[config.mk]
export PLATFORM = sky130hd
export DESIGN_NAME = synchronous_am_pll_demodulator_top
export DESIGN_NICKNAME = d
export VERILOG_FILES = /design/src/hdl/sapd_pkg.sv /design/src/hdl/sapd_serial_mul.sv /design/src/hdl/synchronous_am_pll_demodulator_top.sv
export SDC_FILE = /design/constraint.sdc
export NUM_CORES = 2
export LEC_CHECK = 0
export BUFFER_PORTS_ARGS = -buffer_cell sky130_fd_sc_hd__buf_2
export CAP_MARGIN = 20
export CELL_PAD_IN_SITES_DETAIL_PLACEMENT = 2
export CELL_PAD_IN_SITES_GLOBAL_PLACEMENT = 2
export CORE_ASPECT_RATIO = 1.5
export CORE_MARGIN = 2
export CORE_UTILIZATION = 35
export CTS_BUF_LIST = sky130_fd_sc_hd__clkbuf_8
export CTS_CLUSTER_DIAMETER = 80
export DETAILED_ROUTE_END_ITERATION = 10
export PLACE_DENSITY = 0.74
export SETUP_SLACK_MARGIN = 0.1
export SYNTH_ARGS = -nofsm -noshare
export SYNTH_HDL_FRONTEND = slang
export SYNTH_HIERARCHICAL = 1
export SYNTH_SLANG_ARGS = --single-unit
export TNS_END_PERCENT = 1
[constraint.sdc]
create_clock -name clk -period 6.8 [get_ports clk]
set_clock_uncertainty 0.1 [all_clocks]
set_input_delay 0.68 -clock clk [delete_from_list [all_inputs] [get_ports clk]]
set_output_delay 0.68 -clock clk [all_outputs]
set_load 0.05 [all_outputs]
[src/hdl/sapd_pkg.sv]
package sapd_pkg;

  localparam int CORDIC_STEPS = 24;
  localparam int STEP_BITS = 5;
  localparam logic [31:0] CORDIC_INV_GAIN = 32'd652032874;

  localparam logic [2:0] CFG_PROP_GAIN     = 3'd0;
  localparam logic [2:0] CFG_INTEG_GAIN    = 3'd1;
  localparam logic [2:0] CFG_FREQ_LIMIT    = 3'd2;
  localparam logic [2:0] CFG_FADE_ENABLE   = 3'd3;
  localparam logic [2:0] CFG_DC_ALPHA      = 3'd4;
  localparam logic [2:0] CFG_CARRIER_ALPHA = 3'd5;

  function automatic logic [31:0] turn_atan(input logic [STEP_BITS-1:0] i);
    logic [31:0] a;
    case (i)
      5'd0:  a = 32'h20000000;
      5'd1:  a = 32'h12E4051E;
      5'd2:  a = 32'h09FB385B;
      5'd3:  a = 32'h051111D4;
      5'd4:  a = 32'h028B0D43;
      5'd5:  a = 32'h0145D7E1;
      5'd6:  a = 32'h00A2F61E;
      5'd7:  a = 32'h00517C55;
      5'd8:  a = 32'h0028BE53;
      5'd9:  a = 32'h00145F2F;
      5'd10: a = 32'h000A2F98;
      5'd11: a = 32'h000517CC;
      5'd12: a = 32'h00028BE6;
      5'd13: a = 32'h000145F3;
      5'd14: a = 32'h0000A2FA;
      5'd15: a = 32'h0000517D;
      5'd16: a = 32'h000028BE;
      5'd17: a = 32'h0000145F;
      5'd18: a = 32'h00000A30;
      5'd19: a = 32'h00000518;
      5'd20: a = 32'h0000028C;
      5'd21: a = 32'h00000146;
      5'd22: a = 32'h000000A3;
      5'd23: a = 32'h00000051;
      default: a = 32'h0;
    endcase
    return a;
  endfunction

endpackage

[src/hdl/sapd_serial_mul.sv]
module sapd_serial_mul #(
  parameter int AW = 48,
  parameter int BW = 32
) (
  input  logic                 clk,
  input  logic                 rst_n,
  input  logic                 start,
  input  logic signed [AW-1:0] a,
  input  logic        [BW-1:0] b,
  output logic                 busy,
  output logic signed [AW+BW-1:0] p
);
  // unsigned multiplier consumed two bits a cycle, LSB first
  localparam int CW = $clog2(BW / 2 + 2);
  localparam int PW = AW + BW;

  logic signed [PW-1:0] acc_r, acc_nxt;
  logic signed [PW-1:0] mcd_r, mcd_nxt;
  logic [BW-1:0] mlr_r, mlr_nxt;
  logic [CW-1:0] cnt_r, cnt_nxt;

  always_comb begin
    acc_nxt = acc_r;
    mcd_nxt = mcd_r;
    mlr_nxt = mlr_r;
    cnt_nxt = cnt_r;
    if (start) begin
      acc_nxt = '0;
      mcd_nxt = PW'(a);
      mlr_nxt = b;
      cnt_nxt = CW'((BW + 1) / 2);
    end else if (cnt_r != '0) begin
      acc_nxt = acc_r + (mlr_r[0] ? mcd_r : '0) + (mlr_r[1] ? (mcd_r <<< 1) : '0);
      mcd_nxt = mcd_r <<< 2;
      mlr_nxt = mlr_r >> 2;
      cnt_nxt = cnt_r - 1'b1;
    end
  end

  always_ff @(posedge clk) begin
    if (!rst_n) begin
      cnt_r <= '0;
    end else begin
      cnt_r <= cnt_nxt;
    end
    acc_r <= acc_nxt;
    mcd_r <= mcd_nxt;
    mlr_r <= mlr_nxt;
  end

  assign busy = (cnt_r != '0) || start;
  assign p = acc_r;
endmodule

[src/hdl/synchronous_am_pll_demodulator_top.sv]
// Synchronous AM detector with a carrier-tracking PLL.
// Input channel: in_valid/in_ready with in_i_sample, in_q_sample. One request
// yields exactly one result on out_valid/out_ready carrying out_audio_out,
// out_carrier_freq and out_phase_error.
// Config channel: cfg_valid/cfg_ready, cfg_index selects the register
// (0 prop_gain .. 5 carrier_alpha), cfg_data holds the value; other indexes
// are ignored. cfg_ready is always high; write only while idle.
// One request is processed at a time. A rotation CORDIC, the I/Q mixing
// products, a vectoring CORDIC with its set-up and the loop and leveller
// products run in turn; all the products go through one radix-4 serial
// multiplier. Each of the eight products (six with the leveller off) is a
// load, 16 two-bit steps and collection. in_ready returns the cycle after
// the result is taken, so a new request is accepted only once the last
// result has been taken. The result sits in an output register; a stalled
// receiver holds it and in_ready stays low until it is taken. Reset (rst_n,
// synchronous) clears NCO phase, loop state, trackers and restores register
// defaults.
module synchronous_am_pll_demodulator_top #(
  parameter int PHASE_BITS  = 24,
  parameter int SAMPLE_BITS = 16
) (
  input  logic                         clk,
  input  logic                         rst_n,
  input  logic                         in_valid,
  output logic                         in_ready,
  input  logic signed [SAMPLE_BITS-1:0] in_i_sample,
  input  logic signed [SAMPLE_BITS-1:0] in_q_sample,
  output logic                         out_valid,
  input  logic                         out_ready,
  output logic signed [SAMPLE_BITS+1:0] out_audio_out,
  output logic signed [23:0]           out_carrier_freq,
  output logic signed [15:0]           out_phase_error,
  input  logic                         cfg_valid,
  output logic                         cfg_ready,
  input  logic [2:0]                   cfg_index,
  input  logic [23:0]                  cfg_data
);
  import sapd_pkg::*;

  localparam int AB = SAMPLE_BITS + 2;
  localparam int TF = 32 - AB;
  localparam int MAW = 64;
  localparam int MBW = 32;
  localparam int RW = SAMPLE_BITS + 4;
  localparam int VW = RW + 18;

  localparam logic [3:0] S_IDLE = 4'd0, S_ROT = 4'd1, S_M1 = 4'd2, S_M2 = 4'd3,
    S_M3 = 4'd4, S_M4 = 4'd5, S_DC = 4'd6, S_CA = 4'd7, S_VEC = 4'd8,
    S_IG = 4'd9, S_PG = 4'd10, S_FIN = 4'd11, S_OUT = 4'd12;

  logic [23:0] prop_gain_r, integ_gain_r;
  logic [22:0] freq_limit_r;
  logic        fade_enable_r;
  logic [15:0] dc_alpha_r, carrier_alpha_r;

  logic [PHASE_BITS-1:0] nco_phase_r, nco_phase_nxt;
  logic signed [PHASE_BITS-1:0] freq_int_r, freq_int_nxt;
  logic signed [PHASE_BITS:0] prev_fo_r, prev_fo_nxt;
  logic signed [31:0] dc_track_r, dc_track_nxt, car_track_r, car_track_nxt;

  logic [3:0] state_r, state_nxt;
  logic [STEP_BITS-1:0] step_r, step_nxt;
  logic signed [SAMPLE_BITS-1:0] si_r, sq_r;
  logic signed [33:0] cx_r, cx_nxt, cy_r, cy_nxt;
  logic signed [32:0] cz_r, cz_nxt;
  logic flip_r, flip_nxt;
  logic signed [MAW+MBW-1:0] pa_r, pa_nxt;
  logic signed [RW-1:0] re_r, re_nxt, im_r, im_nxt;
  logic signed [VW-1:0] vx_r, vx_nxt, vy_r, vy_nxt;
  logic [31:0] vz_r, vz_nxt;
  logic zero_r, zero_nxt;
  logic signed [AB+1:0] audio_r, audio_nxt;
  logic signed [AB-1:0] aout_r, aout_nxt;
  logic signed [15:0] perr_r, perr_nxt;
  logic signed [PHASE_BITS-1:0] det_r, det_nxt;

  logic mstart;
  logic signed [MAW-1:0] ma;
  logic [MBW-1:0] mb;
  logic mbusy, mstarted_r, mstarted_nxt;
  logic signed [MAW+MBW-1:0] mp;

  sapd_serial_mul #(.AW(MAW), .BW(MBW)) u_mul (
    .clk(clk), .rst_n(rst_n), .start(mstart), .a(ma), .b(mb), .busy(mbusy), .p(mp)
  );

  assign cfg_ready = 1'b1;
  assign in_ready = (state_r == S_IDLE);
  assign out_valid = (state_r == S_OUT);
  assign out_audio_out = aout_r;
  assign out_carrier_freq = 24'(freq_int_r);
  assign out_phase_error = perr_r;

  logic [31:0] ph32;
  logic signed [63:0] lim, cap, fi_w, pf_w;
  logic signed [63:0] trk;
  logic [31:0] zr;
  logic mdone;

  assign mdone = mstarted_r && !mbusy;

  always_comb begin
    state_nxt = state_r;
    step_nxt = step_r;
    cx_nxt = cx_r; cy_nxt = cy_r; cz_nxt = cz_r; flip_nxt = flip_r;
    pa_nxt = pa_r; re_nxt = re_r; im_nxt = im_r;
    vx_nxt = vx_r; vy_nxt = vy_r; vz_nxt = vz_r; zero_nxt = zero_r;
    audio_nxt = audio_r; aout_nxt = aout_r; perr_nxt = perr_r; det_nxt = det_r;
    nco_phase_nxt = nco_phase_r; freq_int_nxt = freq_int_r; prev_fo_nxt = prev_fo_r;
    dc_track_nxt = dc_track_r; car_track_nxt = car_track_r;
    mstart = 1'b0; ma = '0; mb = '0;
    mstarted_nxt = mstarted_r;
    ph32 = '0; lim = '0; fi_w = '0; pf_w = '0; trk = '0; zr = '0;
    cap = (64'sd1 <<< (PHASE_BITS - 1)) - 64'sd1;
    case (state_r)
      S_IDLE: begin
        if (in_valid) begin
          ph32 = 32'({nco_phase_r, 32'd0} >> PHASE_BITS);
          flip_nxt = ph32[31] ^ ph32[30];
          cz_nxt = 33'(signed'(ph32 ^ {ph32[31] ^ ph32[30], 31'd0}));
          cx_nxt = 34'(CORDIC_INV_GAIN);
          cy_nxt = '0;
          step_nxt = '0;
          state_nxt = S_ROT;
        end
      end
      S_ROT: begin
        if (cz_r >= 0) begin
          cx_nxt = cx_r - (cy_r >>> step_r);
          cy_nxt = cy_r + (cx_r >>> step_r);
          cz_nxt = cz_r - 33'(turn_atan(step_r));
        end else begin
          cx_nxt = cx_r + (cy_r >>> step_r);
          cy_nxt = cy_r - (cx_r >>> step_r);
          cz_nxt = cz_r + 33'(turn_atan(step_r));
        end
        step_nxt = step_r + 1'b1;
        if (step_r == STEP_BITS'(CORDIC_STEPS - 1)) begin
          if (flip_r) begin
            cx_nxt = -cx_nxt;
            cy_nxt = -cy_nxt;
          end
          state_nxt = S_M1;
          mstarted_nxt = 1'b0;
        end
      end
      S_M1, S_M2, S_M3, S_M4: begin
        // products of sample and |c|,|s| with sign applied after
        if (!mstarted_r) begin
          mstart = 1'b1;
          mstarted_nxt = 1'b1;
          case (state_r)
            S_M1: begin ma = MAW'(si_r); mb = MBW'(cx_r < 0 ? -cx_r : cx_r); end
            S_M2: begin ma = MAW'(sq_r); mb = MBW'(cy_r < 0 ? -cy_r : cy_r); end
            S_M3: begin ma = MAW'(sq_r); mb = MBW'(cx_r < 0 ? -cx_r : cx_r); end
            default: begin ma = MAW'(si_r); mb = MBW'(cy_r < 0 ? -cy_r : cy_r); end
          endcase
        end else if (mdone) begin
          mstarted_nxt = 1'b0;
          case (state_r)
            S_M1: begin
              pa_nxt = (cx_r < 0) ? -mp : mp;
              state_nxt = S_M2;
            end
            S_M2: begin
              re_nxt = RW'((pa_r + ((cy_r < 0) ? -mp : mp)) >>> 30);
              state_nxt = S_M3;
            end
            S_M3: begin
              pa_nxt = (cx_r < 0) ? -mp : mp;
              state_nxt = S_M4;
            end
            default: begin
              im_nxt = RW'((pa_r - ((cy_r < 0) ? -mp : mp)) >>> 30);
              audio_nxt = (AB + 2)'(re_r) + (AB + 2)'(RW'((pa_r - ((cy_r < 0) ? -mp : mp)) >>> 30));
              state_nxt = fade_enable_r ? S_DC : S_VEC;
              if (!fade_enable_r) step_nxt = '1;
            end
          endcase
        end
      end
      S_DC: begin
        trk = (64'(audio_r) <<< TF) - 64'(dc_track_r);
        if (!mstarted_r) begin
          mstart = 1'b1; mstarted_nxt = 1'b1;
          ma = MAW'(trk); mb = MBW'(dc_alpha_r);
        end else if (mdone) begin
          mstarted_nxt = 1'b0;
          dc_track_nxt = 32'(64'(dc_track_r) + 64'(mp >>> 16));
          state_nxt = S_CA;
        end
      end
      S_CA: begin
        trk = (64'(re_r) <<< TF) - 64'(car_track_r);
        if (!mstarted_r) begin
          mstart = 1'b1; mstarted_nxt = 1'b1;
          ma = MAW'(trk); mb = MBW'(carrier_alpha_r);
        end else if (mdone) begin
          mstarted_nxt = 1'b0;
          car_track_nxt = 32'(64'(car_track_r) + 64'(mp >>> 16));
          audio_nxt = audio_r + (AB + 2)'((64'(32'(64'(car_track_r) + 64'(mp >>> 16)))
                      - 64'(dc_track_r)) >>> TF);
          state_nxt = S_VEC;
          step_nxt = '1;
        end
      end
      S_VEC: begin
        if (step_r == '1) begin
          // setup: fold into right half plane
          zero_nxt = (re_r == 0) && (im_r == 0);
          if (re_r < 0) begin
            vx_nxt = -(VW'(re_r) <<< 16); vy_nxt = -(VW'(im_r) <<< 16);
            vz_nxt = 32'h80000000;
          end else begin
            vx_nxt = VW'(re_r) <<< 16; vy_nxt = VW'(im_r) <<< 16;
            vz_nxt = '0;
          end
          step_nxt = '0;
          if (audio_r > (AB + 2)'((1 <<< (AB - 1)) - 1)) aout_nxt = AB'((1 <<< (AB - 1)) - 1);
          else if (audio_r < -(AB + 2)'(1 <<< (AB - 1))) aout_nxt = AB'(-(1 <<< (AB - 1)));
          else aout_nxt = AB'(audio_r);
        end else begin
          if (vy_r < 0) begin
            vx_nxt = vx_r - (vy_r >>> step_r);
            vy_nxt = vy_r + (vx_r >>> step_r);
            vz_nxt = vz_r - turn_atan(step_r);
          end else begin
            vx_nxt = vx_r + (vy_r >>> step_r);
            vy_nxt = vy_r - (vx_r >>> step_r);
            vz_nxt = vz_r + turn_atan(step_r);
          end
          step_nxt = step_r + 1'b1;
          if (step_r == STEP_BITS'(CORDIC_STEPS - 1)) begin
            zr = zero_r ? 32'd0 : vz_nxt;
            vz_nxt = zr;
            perr_nxt = 16'((zr + 32'h8000) >> 16);
            det_nxt = PHASE_BITS'(signed'(zr) >>> (32 - PHASE_BITS));
            state_nxt = S_IG;
            mstarted_nxt = 1'b0;
          end
        end
      end
      S_IG: begin
        if (!mstarted_r) begin
          mstart = 1'b1; mstarted_nxt = 1'b1;
          ma = MAW'(det_r); mb = MBW'(integ_gain_r);
        end else if (mdone) begin
          mstarted_nxt = 1'b0;
          lim = 64'(freq_limit_r);
          if (lim > cap) lim = cap;
          fi_w = 64'(freq_int_r) + 64'(mp >>> 24);
          if (fi_w < -lim) fi_w = -lim;
          else if (fi_w > lim) fi_w = lim;
          freq_int_nxt = PHASE_BITS'(fi_w);
          state_nxt = S_PG;
        end
      end
      S_PG: begin
        if (!mstarted_r) begin
          mstart = 1'b1; mstarted_nxt = 1'b1;
          ma = MAW'(det_r); mb = MBW'(prop_gain_r);
        end else if (mdone) begin
          mstarted_nxt = 1'b0;
          pf_w = 64'(mp >>> 24) + 64'(freq_int_r);
          prev_fo_nxt = (PHASE_BITS + 1)'(pf_w);
          nco_phase_nxt = nco_phase_r + PHASE_BITS'(prev_fo_r);
          state_nxt = S_FIN;
        end
      end
      S_FIN: state_nxt = S_OUT;
      S_OUT: if (out_ready) state_nxt = S_IDLE;
      default: state_nxt = S_IDLE;
    endcase
  end

  always_ff @(posedge clk) begin
    if (!rst_n) begin
      state_r <= S_IDLE;
      mstarted_r <= 1'b0;
      step_r <= '0;
      nco_phase_r <= '0;
      freq_int_r <= '0;
      prev_fo_r <= '0;
      dc_track_r <= '0;
      car_track_r <= '0;
      prop_gain_r <= 24'd131072;
      integ_gain_r <= 24'd2048;
      freq_limit_r <= 23'd699051;
      fade_enable_r <= 1'b1;
      dc_alpha_r <= 16'd131;
      carrier_alpha_r <= 16'd2;
    end else begin
      state_r <= state_nxt;
      mstarted_r <= mstarted_nxt;
      step_r <= step_nxt;
      nco_phase_r <= nco_phase_nxt;
      freq_int_r <= freq_int_nxt;
      prev_fo_r <= prev_fo_nxt;
      dc_track_r <= dc_track_nxt;
      car_track_r <= car_track_nxt;
      if (cfg_valid) begin
        case (cfg_index)
          CFG_PROP_GAIN:     prop_gain_r <= cfg_data;
          CFG_INTEG_GAIN:    integ_gain_r <= cfg_data;
          CFG_FREQ_LIMIT:    freq_limit_r <= cfg_data[22:0];
          CFG_FADE_ENABLE:   fade_enable_r <= cfg_data[0];
          CFG_DC_ALPHA:      dc_alpha_r <= cfg_data[15:0];
          CFG_CARRIER_ALPHA: carrier_alpha_r <= cfg_data[15:0];
          default: ;
        endcase
      end
    end
    if (in_valid && in_ready) begin
      si_r <= in_i_sample;
      sq_r <= in_q_sample;
    end
    cx_r <= cx_nxt; cy_r <= cy_nxt; cz_r <= cz_nxt; flip_r <= flip_nxt;
    pa_r <= pa_nxt; re_r <= re_nxt; im_r <= im_nxt;
    vx_r <= vx_nxt; vy_r <= vy_nxt; vz_r <= vz_nxt; zero_r <= zero_nxt;
    audio_r <= audio_nxt; aout_r <= aout_nxt; perr_r <= perr_nxt; det_r <= det_nxt;
  end
endmodule

Yosys cells after proc, flatten, opt, wreduce, memory -nomap -nowiden

Memory sizes are Yosys's and may differ from the RTL's. A register that Yosys moved wholly into a read port is not among the register bits.
Index checks and enable logic that the tools add are counted.
W data, S select, Z words.

Flip-flop bits (word level): 890
Bits in latches: 0
Memory bits (writable): 0
Bits in read-only memories: 3840
Input bits: 64
Output and inout bits: 61
Word-level logic and storage cells: 287
Memories kept: 4

Add/subtract/negate cells: 36
Multiply operators: 0
Divide/modulo/power cells: 0
Order comparisons: 9
Eq/ne operators: 36
Shift operators: 4
Muxes and demuxes: 114
Bitwise operators: 5
Reduce and logical (&&, ||, !) cells: 43

Memory list:

| memory           | words | width | read ports | clocked after memory_dff | wr ports | line           | text |
|---|---|---|---|---|---|---|---|
| (name not given) | 32    | 30    | 1          | 1                        | 0        | sapd_pkg.sv:16 | `case (i)` |
| (name not given) | 32    | 30    | 1          | 1                        | 0        | sapd_pkg.sv:16 |  |
| (name not given) | 32    | 30    | 1          | 1                        | 0        | sapd_pkg.sv:16 |  |
| (name not given) | 32    | 30    | 1          | 1                        | 0        | sapd_pkg.sv:16 |  |

Operators with widths:

| cell                  | count |
|---|---|
| $mux W32              | 23 |
| $mux W96              | 4 |
| $mux W34              | 10 |
| $mux W64              | 5 |
| $pmux W64 S4          | 1 |
| $mux W38              | 6 |
| $add A96 B96 Y96      | 2 |
| $pmux W32 S5          | 1 |
| $pmux W34 S2          | 2 |
| $mux W20              | 5 |
| $mux W50              | 2 |
| $add A32 B32 Y32      | 3 |
| $mux W24              | 4 |
| $mux W5               | 18 |
| $add A38 B38 Y38      | 2 |
| $neg A36 Y38          | 2 |
| $sshr A38 B5 Y38      | 2 |
| $sub A38 B38 Y38      | 2 |
| $sub A34 B32 Y35      | 2 |
| $add A34 B34 Y34      | 2 |
| $lt A34 B1 Y1 const B | 2 |
| $neg A34 Y34          | 2 |
| $sshr A34 B5 Y34      | 2 |
| $sub A34 B34 Y34      | 2 |
| other kinds (66)      | 141 |

Depth between registers and ports, before layout

Word-level depth: 11
Gate-level depth with buffers: 38

By module

Netlist, hierarchy kept.

By module, submodules not included:

| module                             | instances | cells an instance | area each (µm²) | seq. area each (µm²) |
|---|---|---|---|---|
| synchronous_am_pll_demodulator_top | 1         | 9036              | 73563.1         | 17947.2 |
| sapd_serial_mul                    | 1         | 1875              | 17757.0         | 5865.6 |

Worst setup path before layout

Ideal clock, no wire load.

Path kind: flip-flop to flip-flop
Start: register state_r[1]
End: register with a tool-made name
Arrival: 7.196 ns
Setup slack: -0.623 ns
Cell stages (with the launch flop): 28
Buffers on the path: 6
Cells stage by stage: dfxtp_1 -> clkbuf_1 -> inv_1 -> nand2_1 -> o21ai_0 -> a21oi_1 -> or2_2 -> inv_1 -> clkbuf_1 -> nor2_1 -> clkbuf_1 -> inv_1 -> nor2b_1 -> o21ai_0 -> nor2_1 -> o21a_1 -> clkbuf_1 -> o211ai_1 -> o211a_1 -> clkbuf_1 -> inv_1 -> ha_1 -> clkbuf_1 -> nand2_1 -> a21boi_0 -> nor2_1 -> a21oi_1 -> nor2_1

RTL lines:

| item                   | line                                      | text |
|---|---|---|
| from (decl)            | synchronous_am_pll_demodulator_top.sv:61  | `logic [3:0] state_r, state_nxt;` |
| from (signal assigned) | synchronous_am_pll_demodulator_top.sv:293 | `state_r <= state_nxt;` |

Worst setup path after layout

Start: register u_mul.acc_r[7], in the netlist u_mul/p[7]
End: register audio_r[19], data pin

Word-level cells in the longest chain between the ends: 8

RTL lines:

| item                    | line                                      | text |
|---|---|---|
| from (decl)             | sapd_serial_mul.sv:17                     | `logic signed [PW-1:0] acc_r, acc_nxt;` |
| from (signal assigned)  | sapd_serial_mul.sv:46                     | `acc_r <= acc_nxt;` |
| $neg A50 Y50            | synchronous_am_pll_demodulator_top.sv:175 | `audio_nxt = (AB + 2)'(re_r) + (AB + 2)'(RW'((pa_r - ((cy_r < 0) ? -mp : mp)) >>> 30));` |
| $mux W50 *              | synchronous_am_pll_demodulator_top.sv:175 |  |
| $sub A50 B50 Y50 *      | synchronous_am_pll_demodulator_top.sv:175 |  |
| $add A20 B20 Y20 *      | synchronous_am_pll_demodulator_top.sv:175 |  |
| $mux W20 *              | synchronous_am_pll_demodulator_top.sv:160 | `case (state_r)` |
| $mux W20 *              | synchronous_am_pll_demodulator_top.sv:158 | `end else if (mdone) begin` |
| $mux W20 *              | synchronous_am_pll_demodulator_top.sv:149 | `if (!mstarted_r) begin` |
| $pmux W20 S2 *          | synchronous_am_pll_demodulator_top.sv:115 | `case (state_r)` |
| named net audio_nxt[19] | synchronous_am_pll_demodulator_top.sv:72  | `logic signed [AB+1:0] audio_r, audio_nxt;` |
| to (signal assigned)    | synchronous_am_pll_demodulator_top.sv:320 | `audio_r <= audio_nxt; aout_r <= aout_nxt; perr_r <= perr_nxt; det_r <= det_nxt;` |
| to (decl)               | synchronous_am_pll_demodulator_top.sv:72  |  |

The timed path passes the listed nets; every way through them passes the cells marked *. The select of a mux whose other input is x is not followed.
A chain may end at the register's enable or synchronous reset.

==> reports/metrics.yaml <==
setup_path:
  crit_path_end_kind: "register"
  critical_path.slowest_cell: "or4_4"
  worstSetupPathType: "reg2reg"
  crit_top_cell: "buf_4"
  rr_startpoint: "u_mul/p[7]"
  cp_data_required_time_ns: 7.48
  cp-endpoint: "audio_r[19]"
  critPathMaxStageDelay_ns: 0.45
  cp.arrival_ns: 8.54
  reg2reg_depth: 39
  rrSetupSlack_ns: -1.06
  path_max_fanout: 5
  startpoint_type: "register"
  crit_start: "u_mul/p[7]"
  r2r-end: "audio_r[19]"
routing:
  post-route-drc-count: 0
  firstDrtPassIters: 8
  via_count: 93600
  postRouteAntennaNets: 0
  routed_wl_um: 460000
  wl_per_cell_um: 29.5
  vias_per_cell: 6.00
  drtIter0Drc: 5387
global_routing:
  grt_use_total_pct: 33.8
  grt_max_degree: 88
  grt_pass1_wl_um: 674000
  grt_pass1_vias: 105000
  overflow: 0
  grt_antenna_before_repair: 21
clock_network:
  cts_num_sinks: 904
  path_clk_slew_ns: 0.08
  cts_buffers: 179
  cts_tree: "done"
  cts_max_level: 4
  insertion_delay_ns: 1.04
  cts_root_buffer: "clkbuf_8"
  cts_buffer_depth: 4
sta:
  hold_violations: 0
  fmax_mhz: 127
  setup_slack_ns: -1.06
  worst_slew_pin_slew_ns: 1.16
  grt_setup_unrepaired: "yes"
  setup-violations-final: 51
  hold_ws_ns: 0.120
  fin_crit_ns: 7.86
  maxSlewViolCount: 0
  fin_crit_sh_pct: 116
  slew_headroom_pct: 22.6
status:
  violations: "negative setup slack"
  outcome: "finished, violations left"
die:
  dieArea_sq_um: 261000
  rows: 228
  ios: 125
  core_area_sq_um: 256000
  die_width_um: 418
  initial_core_util_pct: 35.1
  fp.dieH_um: 625
cells_and_area:
  final_cell_mix: "1495 x buf_4, 1356 x nand2_1, 884 x a21oi_1, 842 x nor2_1, 746 x ha_1"
  fin_nets: 13000
  fillers: 28400
  final_cells: 15600
  drive_gt1_share_pct: 21.9
  final_area_sq_um: 111000
  layout_commonest_cell: "buf_4"
  area_growth_pct: 22.9
place:
  place_area_sq_um: 104000
  dp_hpwl_um: 351000
  placed_cells: 15200
  place_ws_ns: -1.95
  routabilityCongestion: 0.986
  numPortBuffers: 123
yosys:
  synthCells: 10800
  yosysWarnings: 6
  avgSynthCellArea_sq_um: 8.36
  syn-num-nets: 11700
  syn_area_sq_um: 90000
min_path:
  hold_class: "in2reg"
  whs_path_depth: 4
run:
  maxCapViolations: 0
==> worst min-delay path by stage <==
stage | from | end
2_1_floorplan | dc_alpha_r[10] | dc_alpha_r[10]
3_3_place_gp | prop_gain_r[12] | prop_gain_r[12]
3_5_place_dp | prop_gain_r[12] | prop_gain_r[12]
4_1_cts | cfg_index[0] | dc_alpha_r[5]
5_1_grt | rst_n | dc_track_r[30]
6_report | cfg_index[0] | dc_alpha_r[3]
==> routing by layer <==
metal | vias up | wire length (um) | track usage [%]
met3 | 1490 | 21000 | 5.24
met4 | 10 | 42000 | 26.4
met1 | 47700 | 161000 | 34.1
li1 | 41600 | - | -
met5 | - | 62 | 0
met2 | 2831 | 236000 | 61.9
==> worst max-delay path, delay by kind of cell (launching register included) <==
kind,cells,cell delay [ns]
AO/OA/AOI/OAI,11,1.61
AND/OR/NAND/NOR,15,3.13
adder cells (fa/ha/maj),2,0.60
buffers and inverters,7,1.15
XOR/XNOR,3,0.55
multiplexers,1,0.18
flip-flops,1,0.32
==> state kept, by name, indices dropped and copies added (netlist names), 32 cells and up, named ones only <==
name,flops
vy_r,38
u_mul/mlr_r,32
vz_r,32
cx_r,34
car_track_r,32
vx_r,38
dc_track_r,32
pa_r,50
cz_r,33
cy_r,34
u_mul/p,88
u_mul/mcd_r,88
==> stage by stage <==
step                      TNS, ns  utilization (%)
final                      -19.10             43.1
after global routing       -38.31             43.1
after CTS                  -18.89             42.8
after detailed placement   -68.53             40.7
after global placement     -39.02             40.7
after floorplan             -3.37                -
==> cell type report <==
type	count	area [sq um]	area share, %
antenna	8	20.0	0.0181
clock buffer	201	2770	2.50
clock inverter	116	887	0.802
inverter	440	1670	1.51
multi-input combinational	8879	64300	58.1
sequential	904	23400	21.2
tap	3335	4170	3.77
timing repair buffer	1720	13300	12.1
==> what timing repair did <==
item,CTS,global route
setup endpoints to repair,128,124
endpoints found under the hold margin,125,0
pin swaps,73,59
buffers inserted,27,10
resized for setup,221,157
cloned,1,0
hold buffers,57,0
Power is left out: the tool's default activity adds up to more than one toggle a clock period on the data nets, which glitch-free logic cannot reach.
